<file path="src/rtl/spt_pkg.sv">
// shared constants, types and the log2 mantissa table of the strobe phase tracker
package spt_pkg;

  localparam int STROBE_WIDTH    = 32;
  localparam int LOG_TABLE_DEPTH = 64;

  localparam int Q16_SHIFT    = 16;
  localparam int Q16_ONE      = 1 << Q16_SHIFT;
  localparam int LOG2_440_Q16 = 575495;

  localparam int FREQ_W      = 22;
  localparam int PITCH_W     = 24;
  localparam int VEL_W       = 23;
  localparam int PHASE_OUT_W = 21;
  localparam int HOLD_W      = 8;
  localparam int SPEED_W     = 6;
  localparam int GAIN_W      = 16;

  localparam int CFG_IDX_W  = 2;
  localparam int CFG_DATA_W = 16;

  localparam int HOLD_RESET  = 30;
  localparam int SPEED_RESET = 20;
  localparam int GAIN_RESET  = 3277;

  localparam int E_W     = $clog2(FREQ_W);
  localparam int FRAC_W  = 31;
  localparam int SH_W    = $clog2(FRAC_W + 1);
  localparam int TAB_AW  = $clog2(LOG_TABLE_DEPTH);
  localparam int TAB_W   = Q16_SHIFT + 1;
  localparam int ERR_W   = Q16_SHIFT + 2;
  localparam int PHASE_W = $clog2(STROBE_WIDTH) + Q16_SHIFT;

  localparam int MUL_A_W = FRAC_W + 2;
  localparam int MUL_B_W = TAB_W + 1;
  localparam int MUL_P_W = MUL_A_W + MUL_B_W;

  localparam int PITCH_MAX = (1 << (PITCH_W - 1)) - 1;
  localparam int PITCH_MIN = -(1 << (PITCH_W - 1));
  // 69 + 12 * (log2(f) - 8 - log2(440)), constant part folded
  localparam int PITCH_OFS = 69 * Q16_ONE - 12 * (8 * Q16_ONE + LOG2_440_Q16);

  localparam int PHASE_MOD = STROBE_WIDTH * Q16_ONE;
  localparam int VEL_BOUND = (Q16_ONE / 2) * ((1 << SPEED_W) - 1);

  typedef enum logic [CFG_IDX_W-1:0] {
    CFG_HOLD_FRAMES = 2'd0,
    CFG_MAX_SPEED   = 2'd1,
    CFG_SMOOTH_GAIN = 2'd2
  } cfg_idx_e;

  typedef struct packed {
    logic [E_W-1:0]    e;
    logic [TAB_AW-1:0] idx;
    logic [FRAC_W-1:0] r;
  } norm_t;

  typedef struct packed {
    logic signed [MUL_A_W-1:0] a;
    logic signed [MUL_B_W-1:0] b;
  } mul_req_t;

  typedef logic [TAB_W-1:0] log_tab_t [0:LOG_TABLE_DEPTH];

  // log2 of x in [1,2] (Q1.30) by repeated squaring, 20 bits rounded to Q.16
  function automatic logic [TAB_W-1:0] frac_log2(logic [63:0] x_in);
    logic [63:0] x;
    logic [19:0] y;
    logic [20:0] rnd;
    x = x_in;
    y = '0;
    for (int k = 19; k >= 0; k--) begin
      x = (x * x) >> 30;
      if (x >= (64'd2 << 30)) begin
        x = x >> 1;
        y[k] = 1'b1;
      end
    end
    rnd = {1'b0, y} + 21'd8;
    return TAB_W'(rnd >> 4);
  endfunction

  function automatic log_tab_t build_log_tab();
    log_tab_t tab;
    logic [63:0] x;
    for (int i = 0; i <= LOG_TABLE_DEPTH; i++) begin
      x = ((64'(LOG_TABLE_DEPTH) + 64'(i)) << 30) / 64'(LOG_TABLE_DEPTH);
      tab[i] = frac_log2(x);
    end
    return tab;
  endfunction

  localparam log_tab_t LOG_TAB = build_log_tab();

endpackage

</file>
<file path="src/rtl/spt_norm.sv">
// leading-one detect and normalize of the frequency into exponent, table index and remainder
module spt_norm
  import spt_pkg::*;
(
  input  logic [FREQ_W-1:0] freq_i,
  output norm_t             norm_o
);

  logic [E_W-1:0]           e;
  logic [SH_W-1:0]          sh;
  logic [FRAC_W+FREQ_W-1:0] shifted;
  logic [FRAC_W-1:0]        frac;

  always_comb begin
    e = '0;
    for (int i = 1; i < FREQ_W; i++) begin
      if (freq_i[i]) e = E_W'(i);
    end
    sh      = SH_W'(FRAC_W) - SH_W'(e);
    shifted = {{FRAC_W{1'b0}}, freq_i} << sh;
    // the leading one falls off the top, leaving the Q.31 fraction
    frac    = shifted[FRAC_W-1:0];

    norm_o.e   = e;
    norm_o.idx = frac[FRAC_W-1 -: TAB_AW];
    norm_o.r   = {frac[FRAC_W-TAB_AW-1:0], {TAB_AW{1'b0}}};
  end

endmodule

</file>
<file path="src/rtl/spt_mul.sv">
// shared signed multiplier with registered product
module spt_mul
  import spt_pkg::*;
(
  input  logic                      clk_i,
  input  mul_req_t                  req_i,
  output logic signed [MUL_P_W-1:0] prod_o
);

  logic signed [MUL_P_W-1:0] prod_q;

  always_ff @(posedge clk_i) begin
    prod_q <= req_i.a * req_i.b;
  end

  assign prod_o = prod_q;

endmodule

</file>
<file path="src/rtl/strobe_phase_tracker.sv">
// strobe phase tracker top level: sequencer around one shared multiplier
// sequence: a frame with a frequency steps through lookup, interp, pitch, target,
//   smooth a, smooth b, smooth c and out; a frame without one goes from idle to smooth a
// a new frame is taken only once the sequencer is back in idle, so frames do not overlap
// a waiting result sits in the output register while the next frame is taken
// reset: async active low, clears pitch, speeds, phase and lost count, loads default registers
module strobe_phase_tracker
  import spt_pkg::*;
(
  input  logic                          clk_i,
  input  logic                          rst_ni,
  input  logic                          in_valid_i,
  output logic                          in_stall_o,
  input  logic        [FREQ_W-1:0]      freq_in_i,
  output logic                          out_valid_o,
  input  logic                          out_stall_i,
  output logic signed [PITCH_W-1:0]     pitch_midi_o,
  output logic signed [VEL_W-1:0]       velocity_o,
  output logic        [PHASE_OUT_W-1:0] phase_o,
  output logic                          signal_on_o,
  input  logic                          cfg_we_i,
  input  logic        [CFG_IDX_W-1:0]   cfg_idx_i,
  input  logic        [CFG_DATA_W-1:0]  cfg_data_i
);

  typedef enum logic [3:0] {
    S_IDLE,
    S_LOOKUP,
    S_INTERP,
    S_PITCH,
    S_TARGET,
    S_SMOOTH_A,
    S_SMOOTH_B,
    S_SMOOTH_C,
    S_OUT
  } state_e;

  state_e state_q;

  logic [HOLD_W-1:0]  hold_q;
  logic [SPEED_W-1:0] speed_q;
  logic [GAIN_W-1:0]  gain_q;
  logic [GAIN_W:0]    inv_gain;

  logic signed [PITCH_W-1:0] held_pitch_q;
  logic signed [VEL_W-1:0]   target_q;
  logic signed [VEL_W-1:0]   smoothed_q;
  logic        [PHASE_W-1:0] phase_q;
  logic        [PHASE_W-1:0] phase_next;
  logic        [HOLD_W-1:0]  lost_q;
  logic        [HOLD_W-1:0]  lost_d;
  logic                      on_q;

  logic                          out_valid_q;
  logic signed [PITCH_W-1:0]     out_pitch_q;
  logic signed [VEL_W-1:0]       out_vel_q;
  logic        [PHASE_OUT_W-1:0] out_phase_q;
  logic                          out_on_q;

  norm_t             norm_d;
  norm_t             norm_q;
  logic [TAB_AW:0]   idx_lo;
  logic [TAB_AW:0]   idx_hi;
  logic [TAB_W-1:0]  lo_q;
  logic [TAB_W-1:0]  diff_q;

  logic        [TAB_W-1:0]   interp;
  logic signed [31:0]        log_s;
  logic signed [31:0]        p_full;
  logic signed [PITCH_W-1:0] p_sat;
  logic        [15:0]        p_low;
  logic signed [ERR_W-1:0]   err_d;
  logic signed [ERR_W-1:0]   err_q;

  mul_req_t                  mul_req;
  logic signed [MUL_P_W-1:0] prod;
  logic signed [MUL_P_W-1:0] acc_q;
  logic signed [MUL_P_W-1:0] smooth_sum;

  logic in_take;
  logic out_free;

  assign in_stall_o = (state_q != S_IDLE);
  assign in_take    = in_valid_i && !in_stall_o;
  assign out_free   = !out_valid_q || !out_stall_i;

  assign out_valid_o  = out_valid_q;
  assign pitch_midi_o = out_pitch_q;
  assign velocity_o   = out_vel_q;
  assign phase_o      = out_phase_q;
  assign signal_on_o  = out_on_q;

  spt_norm u_norm (
    .freq_i (freq_in_i),
    .norm_o (norm_d)
  );

  spt_mul u_mul (
    .clk_i  (clk_i),
    .req_i  (mul_req),
    .prod_o (prod)
  );

  assign inv_gain = (GAIN_W + 1)'(Q16_ONE) - {1'b0, gain_q};
  assign idx_lo   = {1'b0, norm_q.idx};
  assign idx_hi   = idx_lo + 1'b1;
  assign lost_d   = (lost_q == '1) ? lost_q : lost_q + 1'b1;

  // operand select for the shared multiplier
  always_comb begin
    mul_req = '0;
    case (state_q)
      S_INTERP: begin
        mul_req.a = $signed(MUL_A_W'(norm_q.r));
        mul_req.b = $signed(MUL_B_W'(diff_q));
      end
      S_TARGET: begin
        mul_req.a = MUL_A_W'(err_q);
        mul_req.b = $signed(MUL_B_W'(speed_q));
      end
      S_SMOOTH_A: begin
        mul_req.a = MUL_A_W'(smoothed_q);
        mul_req.b = $signed(MUL_B_W'(inv_gain));
      end
      S_SMOOTH_B: begin
        mul_req.a = MUL_A_W'(target_q);
        mul_req.b = $signed(MUL_B_W'(gain_q));
      end
      default: ;
    endcase
  end

  // pitch from exponent, table base and interpolation, then error to nearest note
  always_comb begin
    interp = prod[FRAC_W +: TAB_W];
    log_s  = $signed((32'(norm_q.e) << Q16_SHIFT) + 32'(lo_q) + 32'(interp));
    p_full = (log_s <<< 3) + (log_s <<< 2) + 32'(PITCH_OFS);
    if (p_full > PITCH_MAX) begin
      p_sat = PITCH_W'(PITCH_MAX);
    end else if (p_full < PITCH_MIN) begin
      p_sat = PITCH_W'(PITCH_MIN);
    end else begin
      p_sat = PITCH_W'(p_full);
    end
    p_low = p_sat[15:0];
    // a tie rounds away from zero, so a negative pitch lands on the upper half
    if (p_low == 16'h8000 && p_sat[PITCH_W-1]) begin
      err_d = ERR_W'(Q16_ONE / 2);
    end else begin
      err_d = ERR_W'($signed(p_low));
    end
  end

  assign smooth_sum = acc_q + prod;
  assign phase_next = phase_q + smoothed_q[PHASE_W-1:0];

  always_ff @(posedge clk_i or negedge rst_ni) begin
    if (!rst_ni) begin
      hold_q  <= HOLD_W'(HOLD_RESET);
      speed_q <= SPEED_W'(SPEED_RESET);
      gain_q  <= GAIN_W'(GAIN_RESET);
    end else if (cfg_we_i) begin
      case (cfg_idx_e'(cfg_idx_i))
        CFG_HOLD_FRAMES: hold_q  <= cfg_data_i[HOLD_W-1:0];
        CFG_MAX_SPEED:   speed_q <= cfg_data_i[SPEED_W-1:0];
        CFG_SMOOTH_GAIN: gain_q  <= cfg_data_i[GAIN_W-1:0];
        default: ;
      endcase
    end
  end

  // working registers of one frame
  always_ff @(posedge clk_i) begin
    if (in_take) begin
      norm_q <= norm_d;
    end
    if (state_q == S_LOOKUP) begin
      lo_q   <= LOG_TAB[idx_lo];
      diff_q <= LOG_TAB[idx_hi] - LOG_TAB[idx_lo];
    end
    if (state_q == S_PITCH) begin
      err_q <= err_d;
    end
    if (state_q == S_SMOOTH_B) begin
      acc_q <= prod + MUL_P_W'(Q16_ONE / 2);
    end
  end

  always_ff @(posedge clk_i or negedge rst_ni) begin
    if (!rst_ni) begin
      state_q      <= S_IDLE;
      on_q         <= 1'b0;
      held_pitch_q <= '0;
      target_q     <= '0;
      smoothed_q   <= '0;
      phase_q      <= '0;
      lost_q       <= '0;
      out_valid_q  <= 1'b0;
      out_pitch_q  <= '0;
      out_vel_q    <= '0;
      out_phase_q  <= '0;
      out_on_q     <= 1'b0;
    end else begin
      // in S_OUT the result register is reloaded below instead
      if (out_valid_q && !out_stall_i && state_q != S_OUT) begin
        out_valid_q <= 1'b0;
      end
      case (state_q)
        S_IDLE: begin
          if (in_take) begin
            on_q <= (freq_in_i != '0);
            if (freq_in_i != '0) begin
              lost_q  <= '0;
              state_q <= S_LOOKUP;
            end else begin
              lost_q <= lost_d;
              if (lost_d > hold_q) begin
                target_q <= '0;
              end
              state_q <= S_SMOOTH_A;
            end
          end
        end
        S_LOOKUP: state_q <= S_INTERP;
        S_INTERP: state_q <= S_PITCH;
        S_PITCH: begin
          held_pitch_q <= p_sat;
          state_q      <= S_TARGET;
        end
        S_TARGET: state_q <= S_SMOOTH_A;
        S_SMOOTH_A: begin
          // product of error and max speed is ready here
          if (on_q) begin
            target_q <= prod[VEL_W-1:0];
          end
          state_q <= S_SMOOTH_B;
        end
        S_SMOOTH_B: state_q <= S_SMOOTH_C;
        S_SMOOTH_C: begin
          smoothed_q <= smooth_sum[Q16_SHIFT +: VEL_W];
          state_q    <= S_OUT;
        end
        S_OUT: begin
          if (out_free) begin
            phase_q     <= phase_next;
            out_valid_q <= 1'b1;
            out_pitch_q <= held_pitch_q;
            out_vel_q   <= smoothed_q;
            out_phase_q <= PHASE_OUT_W'(phase_next);
            out_on_q    <= on_q;
            state_q     <= S_IDLE;
          end
        end
        default: state_q <= S_IDLE;
      endcase
    end
  end

endmodule

</file>
<file path="config.mk">
export PLATFORM = sky130hd
export DESIGN_NAME = strobe_phase_tracker
export DESIGN_NICKNAME = d
export VERILOG_FILES = /design/src/rtl/spt_pkg.sv /design/src/rtl/spt_norm.sv /design/src/rtl/spt_mul.sv /design/src/rtl/strobe_phase_tracker.sv
export SDC_FILE = /design/constraint.sdc
export NUM_CORES = 2
export LEC_CHECK = 0
export BUFFER_PORTS_ARGS = -buffer_cell sky130_fd_sc_hd__buf_2
export CELL_PAD_IN_SITES_DETAIL_PLACEMENT = 0
export CELL_PAD_IN_SITES_GLOBAL_PLACEMENT = 2
export CORE_AREA = 3 3 347 349
export DETAILED_ROUTE_END_ITERATION = 7
export DIE_AREA = 0 0 350 352
export PLACE_DENSITY = 0.8
export SLEW_MARGIN = 30
export SYNTH_ARGS = -nofsm -noshare
export SYNTH_HDL_FRONTEND = slang
export SYNTH_SLANG_ARGS = --single-unit
</file>
<file path="constraint.sdc">
create_clock -name clk_i -period 10.4 [get_ports clk_i]
set_input_delay 2.08 -clock clk_i [delete_from_list [all_inputs] [get_ports clk_i]]
set_output_delay 2.08 -clock clk_i [all_outputs]
set_load 0.005 [all_outputs]
</file>
==> impl_metrics.toml <==
[sta]
period_minus_slack_ns = 9.85
relSlewSlack_pct = 36.9
finalSetupTns_ns = 0
tightest_slew_ns = 0.946
fmax_ghz = 0.102
rsz0062_at_grt = "no"
setup_violations = 0
hold_viol_final = 0
finalCritPeriodShare_pct = 94.7
fin_skew_ns = 0.0248
drv_slew = 0

[setup_path]
required_ns = 10.91
critPathLaunchType = "flip-flop"
setup.worst_path.class = "reg -> reg"
max_stage_delay_ns = 0.52
crit_slowest_cell = "fa_1"
cpMostUsedCell = "or3_1"
arrival_ns = 10.36
reg2reg_depth = 34
cp-end-kind = "flip-flop"
critPathMaxFanout = 30

[final_layout]
synthToLayoutAreaGrowth_pct = 9.69
fin_nets = 5487
multiInputGateArea_mm2 = 0.0285
fillers = 11900
drive_gt1_share_pct = 9.54
layout_common_cells = "inv_1, nand2_1, fa_1, nor2_1, ha_1"
mostFrequentLayoutCell = "inv_1"
register_area_mm2 = 0.00923

[grt]
antenna_found_initial = 8
grt_remaining_overflow = 0
grt_max_degree = 112
grt_pass1_vias = 33000
grt_pass1_wl_um = 203000
track_usage_pct = 21.2

[synth]
synthTopCellsByArea = "fa_1, dfrtp_1, edfxtp_1"
synth_cell_type_count = 100
avgSynthCellArea_um2 = 8.86
syn_inst = 4630
synth_top_flop_cell = "dfrtp_1"
synthArstFlopShare_pct = 51.3
synth_area_mm2 = 0.0410
synth.top_cell.area_share_pct = 25.0
ys_seq_elements = 353
yosysSeqAreaShare_pct = 22.5
synth_largest_area_cell = "fa_1"
yosysWarnings = 0
synth-edff-count = 124

[routing]
drt_wl_total_um = 130000
drtPass1Iterations = 5
wl_per_cell_um = 20.8
antenna_left = 0
via_per_inst = 5.19
drt_iter0_drc = 2599
via_count = 32400
drc = 0

[clock_network]
path_clk_slew_ns = 0.06
cts_max_path_buffers = 3
cts_tree = "done"
clkLatencyLatePin_ns = 0.58
post_cts_buffers = 0
clock_sinks = 353
cts_hold_buf = 0
htree_levels = 2
numCtsBuffers = 39
cts_root_buf = "clkbuf_16"

[placed_design]
io_buffer_count = 115
hpwl_um = 104000
place.gp.congestion = 0.879

[die]
die_area_mm2 = 0.123
initial_core_util_pct = 34.8
std_cell_rows = 126
die_h_um = 352
die_width_um = 350
io_pins = 116
core_mm2 = 0.118

[hold_path]
holdPathStages = 1
hold_path_class = "reg -> reg"

[status]
status = "finished, final reports clean"

[job]
cap_violations = 0
-- cells by family (layout without fill, tap and decap cells) --
| group | count (synthesis) | after routing | synth area share, % |
|---|---|---|---|
| DFF | 353 | 353 | 22.5 |
| muxes | 148 | 148 | 3.97 |
| adders and majority gates | 766 | 766 | 32.8 |
| AOI/OAI and AO/OA | 826 | 826 | 13.2 |
| buffers and inverters | 918 | 985 | 8.46 |
| and+or+nand+nor | 1435 | 1435 | 15.2 |
| xor gates and xnor gates | 183 | 183 | 3.94 |
| other | 1 | 11 | 0.00914 |
-- synth_stat cells (all sizes together), types with 43 or more instances --
cell    instances
fa            513
xor2           65
a21o           59
dfrtp         168
a22oi          46
dfxtp          48
a21oi         189
mux2           91
inv           702
edfxtp        124
nor3           63
nand3          99
nor2          494
a211oi         43
xnor2         118
o21ai         230
clkbuf        189
nand2         553
mux2i          56
ha            253
-- worst max-delay path, delay by kind of cell (launching register included) --
family	cells	cell delay, ns
flops	1	0.41
fa+ha+maj	7	3.00
xor+xnor	2	0.29
buf+inv	3	0.46
simple gates	12	2.90
compound gates	10	2.73
-- flip-flops by register name, indices dropped and copies added (netlist names), 17 cells and up --
| name | cells |
|---|---|
| norm_q | 30 |
| held_pitch_q | 23 |
| acc_q | 39 |
| pitch_midi_o | 23 |
| phase_o | 21 |
| velocity_o | 23 |
| diff_q | 17 |
| target_q | 23 |
| smoothed_q | 23 |
| u_mul.prod_o | 48 |
-- path summary, 6_finish.rpt --
check,from,to,slack (ns)
max reg2reg,gain_q[1],u_mul.prod_o[46],0.55
max in group asynchronous,rst_ni,phase_o[1],8.10
max,gain_q[1],u_mul.prod_o[46],0.55
min reg2reg,phase_o[20],phase_o[20],0.47
min in group asynchronous,rst_ni,pitch_midi_o[1],1.37
min,phase_o[20],phase_o[20],0.47
-- final cells by class --
class                   count  share of cell area (%)
flip-flops and latches    353                    20.5
clock inverters            15                   0.384
repair buffers            209                    3.06
multi-input cells        3368                    63.4
diodes                      1                 0.00556
well taps                1536                    4.27
inverters                 705                    5.88
clock buffers              56                    2.47
-- repair_timing --
action                                  CTS  global route
resized for setup                         0             4
hold endpoints to repair                  0             0
endpoints found under the setup margin    0             3
-- per-stage QoR --
stage               instances  setup WS [ns]  hold slack, ns  utilization [%]  instance area, µm²
floorplan                4639           1.05           0.430                -               41100
global placement         6167          0.247           0.455             37.0               43600
detailed placement       6170          0.232           0.457             37.0               43600
CTS                      6241          0.166           0.469             38.1               44900
global route             6243         0.0174           0.488             38.2               45000
finish                   6243          0.549           0.465             38.2               45000
-- metal layers --
layer  GRT usage, %  vias to the layer above  routed length [µm]
li1               -                    15200                   -
met1           30.2                    16200               59300
met2           34.7                      818               60900
met3           2.39                      159                6680
met4           4.74                        2                3230
met5              0                        -                  13
Power is not shown: default switching activity piles up to over one toggle a cycle in this logic, so the estimate is an artifact.
